===== config.mk =====
export PLATFORM = sky130hd
export DESIGN_NAME = binary_glyph_shape_stats
export DESIGN_NICKNAME = d
export VERILOG_FILES = /design/src/hdl/bgss_pkg.sv /design/src/hdl/bgss_cell.sv /design/src/hdl/bgss_line_buffer.sv /design/src/hdl/bgss_csr.sv /design/src/hdl/binary_glyph_shape_stats.sv
export SDC_FILE = /design/constraint.sdc
export NUM_CORES = 2
export LEC_CHECK = 0
export ABC_CLOCK_PERIOD_IN_PS = 72600
export BUFFER_PORTS_ARGS = -buffer_cell sky130_fd_sc_hd__buf_4
export CORE_ASPECT_RATIO = 1.2
export CORE_MARGIN = 2
export CORE_UTILIZATION = 40
export CTS_CLUSTER_SIZE = 14
export DETAILED_ROUTE_END_ITERATION = 10
export GPL_TIMING_DRIVEN = 0
export PLACE_DENSITY_LB_ADDON = 0.05
export RECOVER_POWER = 25
export SLEW_MARGIN = 20
export SYNTH_ARGS = -nofsm -noshare
export SYNTH_HDL_FRONTEND = slang
export SYNTH_HIERARCHICAL = 1
export SYNTH_SLANG_ARGS = --single-unit

===== constraint.sdc =====
create_clock -name clock -period 72.6 [get_ports clock]
set_clock_uncertainty 0.1 [all_clocks]
set_input_delay 7.26 -clock clock [delete_from_list [all_inputs] [get_ports clock]]
set_output_delay 7.26 -clock clock [all_outputs]
set_load 0.005 [all_outputs]

===== src/hdl/bgss_pkg.sv =====
// Shared types and constants of the binary glyph shape statistics block.
package bgss_pkg;

   // Frame size limits
   localparam int MAX_WIDTH  = 1024;
   localparam int MAX_HEIGHT = 1024;

   // Position and dimension widths
   localparam int COL_W  = $clog2(MAX_WIDTH);
   localparam int ROW_W  = $clog2(MAX_HEIGHT);
   localparam int WDIM_W = $clog2(MAX_WIDTH + 1);
   localparam int HDIM_W = $clog2(MAX_HEIGHT + 1);

   // Register and result field widths
   localparam int CFG_W   = 11;
   localparam int COUNT_W = 21;
   localparam int EXT_W   = 12;

   // Configuration port
   localparam int CSR_ADDR_W = 3;
   localparam int CSR_DATA_W = 32;
   localparam logic [CFG_W-1:0] DIM_RESET = CFG_W'(1024);

   // Register indexes
   typedef enum logic {
      REG_WIDTH  = 1'b0,
      REG_HEIGHT = 1'b1
   } reg_index_type;

   // Effective frame geometry handed from the register file
   typedef struct packed {
      logic [WDIM_W-1:0] width;
      logic [HDIM_W-1:0] height;
      logic [COL_W-1:0]  last_col;
      logic [ROW_W-1:0]  last_row;
      logic              restart;
   } geometry_type;

   // Contents of one line buffer column
   typedef struct packed {
      logic prev;
      logic older;
   } lb_bits_type;

   // Line buffer control
   typedef struct packed {
      logic             shift;
      logic             pixel;
      logic [COL_W-1:0] tail;
   } lb_ctrl_type;

   // Neighbors of the pixel directly above the incoming one
   typedef struct packed {
      logic mid;
      logic right;
      logic up;
   } lb_taps_type;

endpackage


===== src/hdl/bgss_cell.sv =====
// One column of the two line buffers: shifts toward the head or loads at the tail.
module bgss_cell import bgss_pkg::*; (
   input  logic        clock,
   input  logic        shift,
   input  logic        tail,
   input  lb_bits_type from_next,
   input  lb_bits_type load,
   output lb_bits_type bits
);

   lb_bits_type bits_ff, bits_in;

   // Take the new column at the tail, else the neighbor's bits
   always_comb begin
      bits_in = bits_ff;
      if (shift) begin
         bits_in = tail ? load : from_next;
      end
   end

   always_ff @(posedge clock) begin
      bits_ff <= bits_in;
   end

   assign bits = bits_ff;

endmodule


===== src/hdl/bgss_line_buffer.sv =====
// Row of line buffer cells whose tail follows the configured image width.
module bgss_line_buffer import bgss_pkg::*; (
   input  logic        clock,
   input  lb_ctrl_type ctrl,
   output lb_taps_type taps
);

   lb_bits_type cell_q [MAX_WIDTH];
   lb_bits_type load;

   // New column: incoming pixel above, the pixel it replaces one row further up
   assign load.prev  = ctrl.pixel;
   assign load.older = cell_q[0].prev;

   for (genvar k = 0; k < MAX_WIDTH; k++) begin : g_cell
      lb_bits_type from_next;
      logic        tail;

      if (k == MAX_WIDTH - 1) begin : g_end
         assign from_next = '0;
      end else begin : g_mid
         assign from_next = cell_q[k+1];
      end

      assign tail = (ctrl.tail == COL_W'(k));

      bgss_cell u_cell (
         .clock     (clock),
         .shift     (ctrl.shift),
         .tail      (tail),
         .from_next (from_next),
         .load      (load),
         .bits      (cell_q[k])
      );
   end

   // Head of the chain holds the current column, the next cell its right neighbor
   assign taps.mid   = cell_q[0].prev;
   assign taps.right = cell_q[1].prev;
   assign taps.up    = cell_q[0].older;

endmodule


===== src/hdl/bgss_csr.sv =====
// Width and height registers with the effective frame geometry.
module bgss_csr import bgss_pkg::*; (
   input  logic                  clock,
   input  logic                  reset,
   input  logic                  psel,
   input  logic                  penable,
   input  logic                  pwrite,
   input  logic [CSR_ADDR_W-1:0] paddr,
   input  logic [CSR_DATA_W-1:0] pwdata,
   output logic [CSR_DATA_W-1:0] prdata,
   output logic                  pready,
   output geometry_type          geom
);

   logic [CFG_W-1:0]  width_ff, width_in;
   logic [CFG_W-1:0]  height_ff, height_in;
   logic              write;
   reg_index_type     index;
   logic [WDIM_W-1:0] width_eff;
   logic [HDIM_W-1:0] height_eff;

   assign pready = 1'b1;
   assign write  = psel && penable && pwrite;
   assign index  = reg_index_type'(paddr[2]);

   // Decode writes
   always_comb begin
      width_in  = width_ff;
      height_in = height_ff;
      if (write) begin
         unique case (index)
            REG_WIDTH:  width_in  = pwdata[CFG_W-1:0];
            REG_HEIGHT: height_in = pwdata[CFG_W-1:0];
            default:    width_in  = width_ff;
         endcase
      end
   end

   always_ff @(posedge clock) begin
      if (reset) begin
         width_ff  <= DIM_RESET;
         height_ff <= DIM_RESET;
      end else begin
         width_ff  <= width_in;
         height_ff <= height_in;
      end
   end

   // Return the addressed register
   always_comb begin
      unique case (index)
         REG_WIDTH:  prdata = CSR_DATA_W'(width_ff);
         REG_HEIGHT: prdata = CSR_DATA_W'(height_ff);
         default:    prdata = '0;
      endcase
   end

   // Clamp zero to one and oversize to the frame limit
   always_comb begin
      if (width_ff == '0) begin
         width_eff = WDIM_W'(1);
      end else if (int'(width_ff) > MAX_WIDTH) begin
         width_eff = WDIM_W'(MAX_WIDTH);
      end else begin
         width_eff = WDIM_W'(width_ff);
      end
      if (height_ff == '0) begin
         height_eff = HDIM_W'(1);
      end else if (int'(height_ff) > MAX_HEIGHT) begin
         height_eff = HDIM_W'(MAX_HEIGHT);
      end else begin
         height_eff = HDIM_W'(height_ff);
      end
   end

   assign geom.width    = width_eff;
   assign geom.height   = height_eff;
   assign geom.last_col = COL_W'(width_eff - WDIM_W'(1));
   assign geom.last_row = ROW_W'(height_eff - HDIM_W'(1));
   assign geom.restart  = write;

endmodule


===== src/hdl/binary_glyph_shape_stats.sv =====
// Top level: binary image area, perimeter and bounding box statistics.
// Pixels enter one per transaction in raster order, row 0 first, column 0 first, and the
// block takes one pixel every clock cycle unless stalled. The two line buffers are a
// chain of one-column cells that shift once per pixel and load at the tail set by the image
// width, so a pixel's upper neighbors sit at the head of the chain when it arrives. The last
// pixel of a frame produces one result transaction (set count, perimeter count, bounding box
// extent sum; an empty frame gives the negated sum of width and height) from an output
// register in the next cycle. While that result is still held by a stalled receiver, only
// the last pixel of the next frame is held back. Any register write abandons the frame in
// progress; write registers only while the block is idle.
module binary_glyph_shape_stats import bgss_pkg::*; (
   input  logic                     clock,
   input  logic                     reset,
   // Pixel input
   input  logic                     req_valid,
   output logic                     req_stall,
   input  logic                     req_pixel,
   // Result output
   output logic                     rsp_valid,
   input  logic                     rsp_stall,
   output logic [COUNT_W-1:0]       rsp_set_count,
   output logic [COUNT_W-1:0]       rsp_perimeter_count,
   output logic signed [EXT_W-1:0]  rsp_extent_sum,
   // Configuration
   input  logic                     csr_psel,
   input  logic                     csr_penable,
   input  logic                     csr_pwrite,
   input  logic [CSR_ADDR_W-1:0]    csr_paddr,
   input  logic [CSR_DATA_W-1:0]    csr_pwdata,
   output logic [CSR_DATA_W-1:0]    csr_prdata,
   output logic                     csr_pready
);

   geometry_type geom;
   lb_ctrl_type  lb_ctrl;
   lb_taps_type  taps;

   logic [COL_W-1:0]   col_ff, col_in;
   logic [ROW_W-1:0]   row_ff, row_in;
   logic               left_ff, left_in;
   logic [COUNT_W-1:0] pixels_ff, pixels_in;
   logic [COUNT_W-1:0] perim_ff, perim_in;
   logic               found_ff, found_in;
   logic [COL_W-1:0]   min_col_ff, min_col_in;
   logic [COL_W-1:0]   max_col_ff, max_col_in;
   logic [ROW_W-1:0]   min_row_ff, min_row_in;
   logic [ROW_W-1:0]   max_row_ff, max_row_in;

   logic               rsp_valid_ff, rsp_valid_in;
   logic [COUNT_W-1:0] set_count_ff, set_count_in;
   logic [COUNT_W-1:0] perim_count_ff, perim_count_in;
   logic [EXT_W-1:0]   extent_ff, extent_in;

   logic               accept;
   logic               row_end;
   logic               last_row;
   logic               frame_end;
   logic               left, right, up;
   logic               above_edge;
   logic [1:0]         perim_inc;
   logic [COUNT_W-1:0] pixels_sum;
   logic [COUNT_W-1:0] perim_sum;
   logic               found_nxt;
   logic [COL_W-1:0]   min_col_nxt, max_col_nxt;
   logic [ROW_W-1:0]   min_row_nxt, max_row_nxt;

   bgss_csr u_csr (
      .clock   (clock),
      .reset   (reset),
      .psel    (csr_psel),
      .penable (csr_penable),
      .pwrite  (csr_pwrite),
      .paddr   (csr_paddr),
      .pwdata  (csr_pwdata),
      .prdata  (csr_prdata),
      .pready  (csr_pready),
      .geom    (geom)
   );

   // Hold the last pixel of a frame while the previous result is still stalled
   assign row_end   = (col_ff == geom.last_col);
   assign last_row  = (row_ff == geom.last_row);
   assign frame_end = row_end && last_row;
   assign req_stall = frame_end && rsp_valid_ff && rsp_stall;
   assign accept    = req_valid && !req_stall;

   assign lb_ctrl.shift = accept;
   assign lb_ctrl.pixel = req_pixel;
   assign lb_ctrl.tail  = geom.last_col;

   bgss_line_buffer u_line_buffer (
      .clock (clock),
      .ctrl  (lb_ctrl),
      .taps  (taps)
   );

   // Decide the pixel above; set pixels of the last row always count
   assign left       = (col_ff != '0) && left_ff;
   assign right      = !row_end && taps.right;
   assign up         = (row_ff > ROW_W'(1)) && taps.up;
   assign above_edge = (row_ff != '0) && taps.mid && !(left && right && up && req_pixel);
   assign perim_inc  = {1'b0, above_edge} + {1'b0, last_row && req_pixel};
   assign pixels_sum = pixels_ff + COUNT_W'(req_pixel);
   assign perim_sum  = perim_ff + COUNT_W'(perim_inc);

   // Grow the bounding box; in raster order the latest set pixel holds the lowest row
   always_comb begin
      found_nxt   = found_ff;
      min_col_nxt = min_col_ff;
      max_col_nxt = max_col_ff;
      min_row_nxt = min_row_ff;
      max_row_nxt = max_row_ff;
      if (req_pixel) begin
         found_nxt   = 1'b1;
         max_row_nxt = row_ff;
         if (!found_ff) begin
            min_col_nxt = col_ff;
            max_col_nxt = col_ff;
            min_row_nxt = row_ff;
         end else begin
            if (col_ff < min_col_ff) begin
               min_col_nxt = col_ff;
            end
            if (col_ff > max_col_ff) begin
               max_col_nxt = col_ff;
            end
         end
      end
   end

   // Advance position and counters, restart on frame end or register write
   always_comb begin
      col_in         = col_ff;
      row_in         = row_ff;
      left_in        = left_ff;
      pixels_in      = pixels_ff;
      perim_in       = perim_ff;
      found_in       = found_ff;
      min_col_in     = min_col_ff;
      max_col_in     = max_col_ff;
      min_row_in     = min_row_ff;
      max_row_in     = max_row_ff;
      rsp_valid_in   = rsp_valid_ff && rsp_stall;
      set_count_in   = set_count_ff;
      perim_count_in = perim_count_ff;
      extent_in      = extent_ff;
      if (geom.restart) begin
         col_in    = '0;
         row_in    = '0;
         left_in   = 1'b0;
         pixels_in = '0;
         perim_in  = '0;
         found_in  = 1'b0;
      end else if (accept) begin
         pixels_in  = pixels_sum;
         perim_in   = perim_sum;
         found_in   = found_nxt;
         min_col_in = min_col_nxt;
         max_col_in = max_col_nxt;
         min_row_in = min_row_nxt;
         max_row_in = max_row_nxt;
         left_in    = taps.mid;
         col_in     = col_ff + COL_W'(1);
         if (row_end) begin
            col_in  = '0;
            left_in = 1'b0;
            row_in  = row_ff + ROW_W'(1);
         end
         if (frame_end) begin
            row_in         = '0;
            pixels_in      = '0;
            perim_in       = '0;
            found_in       = 1'b0;
            rsp_valid_in   = 1'b1;
            set_count_in   = pixels_sum;
            perim_count_in = perim_sum;
            if (found_nxt) begin
               extent_in = EXT_W'(int'(max_col_nxt) - int'(min_col_nxt)
                                  + int'(max_row_nxt) - int'(min_row_nxt));
            end else begin
               extent_in = EXT_W'(-(int'(geom.width) + int'(geom.height)));
            end
         end
      end
   end

   always_ff @(posedge clock) begin
      if (reset) begin
         col_ff       <= '0;
         row_ff       <= '0;
         left_ff      <= 1'b0;
         pixels_ff    <= '0;
         perim_ff     <= '0;
         found_ff     <= 1'b0;
         rsp_valid_ff <= 1'b0;
      end else begin
         col_ff       <= col_in;
         row_ff       <= row_in;
         left_ff      <= left_in;
         pixels_ff    <= pixels_in;
         perim_ff     <= perim_in;
         found_ff     <= found_in;
         rsp_valid_ff <= rsp_valid_in;
      end
   end

   // Box corners and result payload
   always_ff @(posedge clock) begin
      min_col_ff     <= min_col_in;
      max_col_ff     <= max_col_in;
      min_row_ff     <= min_row_in;
      max_row_ff     <= max_row_in;
      set_count_ff   <= set_count_in;
      perim_count_ff <= perim_count_in;
      extent_ff      <= extent_in;
   end

   assign rsp_valid           = rsp_valid_ff;
   assign rsp_set_count       = set_count_ff;
   assign rsp_perimeter_count = perim_count_ff;
   assign rsp_extent_sum      = extent_ff;

endmodule


==> impl_metrics.csv <==
group,metric,value,unit
global_routing,grt_pass1_wl,409.9,mm
worst_setup_path,cp.required,73.13,ns
cts,clock-root-buffer,"clkbuf_16",
cts,cts_setup_buffers,0,
logic_synthesis,ys.flop_type,"edfxtp_1",
logic_synthesis,synthTopCellsByArea,"edfxtp_1, mux2_2, nor3_1, nor3_2, dfxtp_1",
global_routing,grt_pass1_vias,62180,
sta,max_slew_margin,-267.1,%
floorplanning,die_x,471.6,um
routing,ant_nets,0,
routing,via_per_inst,5.409,
floorplanning,start_util,40.12,%
worst_setup_path,cp-end-kind,"flip-flop",
global_routing,grt_usage,20.35,%
power,power_frac_seq,51.9,%
power,switching_share,22.79,%
logic_synthesis,ys_seq_area_share,62.94,%
global_routing,grt_overflow,0,
logic_synthesis,synth_area,105000,um^2
worst_setup_path,reg2reg_slack,63.70,ns
power,p_int,2.241,mW
cts,cts_inserted_buffers,246,
worst_setup_path,arrival,17.44,ns
sta,setup_viol,0,
final_layout,num-fill-cells,23010,
floorplanning,ioPinCount,132,
routing,dr.pass1.iters,5,
final_layout,layout-drive-gt1-share,37.34,%
power,pwr-share-clk,40.8,%
placement,gp_congestion,0.7676,
global_routing,grt_max_degree,170,
floorplanning,rows,206,
final_layout,final_nets,7417,
cts,clkSlewWorstSetupHoldPaths,0.06,ns
sta,grt_setup_unrepaired,"false",
sta,worst_pin_slew,5.506,ns
worst_setup_path,startpoint_type,"input port",
placement,io_buffer_count,86,
sta,fin_crit,16.90,ns
cts,cts_buffer_depth,4,
cts,clk-insertion-delay-late,0.90,ns
routing,num_vias,59040,
floorplanning,die_h,565.2,um
power,p_comb_share,7.3,%
logic_synthesis,netlist.area_leader.share,61.28,%
worst_setup_path,critPathMaxFanout,105,
sta,finalSetupTns,0,ns
cts,cts_tree,"yes",
worst_setup_path,reg2reg_from,"u_csr/width_ff[7]",
logic_synthesis,synth_warnings,6,
logic_synthesis,synth_top_cells_by_count,"edfxtp_1, mux2_2, nor3_1, nor3_2, nand2_1",
worst_setup_path,worstSetupEndpoint,"rsp_extent_sum[10]",
logic_synthesis,syn_area_per_cell,15.46,um^2
logic_synthesis,synthCells,6790,
floorplanning,core,261600,um^2
sta,finalMaxSlewViolations,132,
logic_synthesis,synth-seq-cells,2229,
routing,route.detailed.drc,0,
cts,cts_htree_levels,4,
status,status,"finished with violations",
sta,fin_crit_sh,23.28,%
floorplanning,fp.dieArea,266600,um^2
placement,dp_hpwl,179.4,mm
sta,maxClockFrequency,0.05916,GHz
logic_synthesis,synth_edf_count,2142,
logic_synthesis,ys_types,72,
power,irDropWorstVdd,19.08,uV
worst_setup_path,worstRegToRegCells,25,
power,p_switching,0.6615,mW
sta,hold_violations,0,
logic_synthesis,synth.most_common_cell,"edfxtp_1",
power,power.leakage,38.68,nW
routing,wl_per_cell,25.27,um
status,violations,"max-capacitance violations, max-slew violations",
cts,cts.sinks,2229,
cts,hold_buffers,0,
power,p_per_area,24.43,nW/um^2
power,p_total,2.903,mW
global_routing,antenna_found_initial,16,
final_layout,syn2layout_area_growth,13.20,%
routing,drt_iter0_drc,4148,
routing,routed_wl,275.9,mm
worst_setup_path,rr_endpoint,"u_line_buffer/g_cell[551].u_cell/bits[0]",
worst_setup_path,criticalPathCategory,"in2reg",
logic_synthesis,yosysTopAreaCell,"edfxtp_1",
cts,ctsResizeCount,0,
logic_synthesis,synthArstFlopShare,0,%
flow_run,drv_cap,4,
worst_setup_path,crit_path_start,"req_pixel",
hold_path,hp-class,"reg2reg",
-- cell families (layout without fill, tap and decap cells) --
family | after synthesis | count (layout) | synth area share (%)
adder cells (fa/ha/maj) | 85 | 85 | 1.092
multiplexers | 2071 | 2071 | 22.21
AND/OR/NAND/NOR | 1529 | 1529 | 8.930
other | 3 | 26 | 0.01073
AO/OA/AOI/OAI | 231 | 231 | 1.320
buffers and inverters | 536 | 1207 | 2.621
XOR/XNOR | 106 | 106 | 0.8844
flip-flops | 2229 | 2229 | 62.94
-- registers in the layout, summed over array words and instances, names as in the netlist, named ones only --
| name | flops |
|---|---|
| row_ff | 10 |
| left_ff | 1 |
| found_ff | 1 |
| max_col_ff | 7 |
| rsp_perimeter_count | 21 |
| pixels_ff | 21 |
| col_ff | 10 |
| u_csr/width_ff | 11 |
| perim_ff | 21 |
| rsp_valid | 1 |
| min_row_ff | 10 |
| max_row_ff | 10 |
| u_line_buffer/g_cell.u_cell/bits | 2048 |
| rsp_set_count | 21 |
| min_col_ff | 10 |
| u_csr/height_ff | 11 |
| rsp_extent_sum | 12 |
-- power by group through the flow --
stage	logic [mW]	registers, mW	clock network (mW)
after global placement	0.188	1.74	0
after floorplan	0.124	1.66	0
after CTS	0.217	1.51	1.23
after global routing	0.230	1.51	1.27
final	0.211	1.51	1.19
after detailed placement	0.215	1.53	0
-- cells in the final DEF, fill, tap and decap left out, types with 22 or more instances in the layout --
cell type,n
nor3_2,53
ha_1,70
clkbuf_1,253
nand3_1,29
buf_2,113
buf_12,69
buf_8,45
clkinv_1,74
inv_1,107
clkinv_2,40
conb_1,24
dfxtp_1,87
and3_1,25
xnor2_1,39
mux2_2,1996
mux2_1,65
o21ai_0,60
buf_6,22
buf_16,35
buf_1,48
nor3_1,995
clkbuf_16,253
nor2_1,116
buf_4,120
nand2_1,156
a21oi_1,88
edfxtp_1,2142
xor2_1,64
-- layout make-up --
cell class	count	area [um^2]	area share, %
antenna	2	5.005	0.004212
buffer	428	2127	1.790
clock buffer	304	6533	5.497
clock inverter	134	904.6	0.7613
inverter	108	405.4	0.3412
multi-input combinational	4046	34920	29.38
sequential	2229	66060	55.60
tap	3432	4294	3.614
timing repair buffer	233	3580	3.012
-- how the worst min path moves through the flow --
stage,from,to,slack [ns],depth (start not counted)
after floorplan,left_ff,left_ff,0.34,2
after global placement,left_ff,left_ff,0.35,2
after detailed placement,left_ff,left_ff,0.36,2
after CTS,left_ff,left_ff,0.36,2
after global routing,left_ff,left_ff,0.38,2
final,left_ff,left_ff,0.36,2
-- per-stage QoR --
step / setup slack, ns / area [um^2] / instances / hold slack [ns] / util [%]
after floorplan: 6.318 / 105000 / 6811 / 0.3367 / -
after global placement: -18.26 / 110000 / 10330 / 0.3463 / 42.04
after detailed placement: 56.87 / 113000 / 10480 / 0.3557 / 43.21
after CTS: 56.86 / 120500 / 10910 / 0.3648 / 46.05
after global routing: 54.86 / 118800 / 10920 / 0.3782 / 45.42
final: 55.70 / 118800 / 10920 / 0.3594 / 45.42
-- metal layers --
layer | GRT usage, % | wire length (um) | up-vias
met5 | 0 | 19 | -
met4 | 7.118 | 9582 | 2
met3 | 2.663 | 11010 | 409
met2 | 34.56 | 134900 | 1129
met1 | 26.78 | 120400 | 30240
li1 | - | - | 27270
-- worst max-delay path: stages --
cell and delay, ns:
clkbuf_1 3.66, buf_2 0.72, inv_1 0.14, nor2_1 0.72, a21oi_1 0.16, buf_2 0.25, o21ai_0 0.43, xor2_1 0.14
ha_1 0.27, or4_1 0.52, nor4b_1 0.16, o211ai_1 0.15, nor2b_1 0.23, xor2_1 0.30, fa_1 0.47, inv_1 0.06
ha_1 0.24, a21boi_0 0.16, o21ai_0 0.26, a21boi_0 0.16, o21a_1 0.19, nor2_1 0.17, o21ai_0 0.16, xnor2_1 0.17
o21ai_0 0.10
No activity file was read; power rests on OpenSTA's default activity.
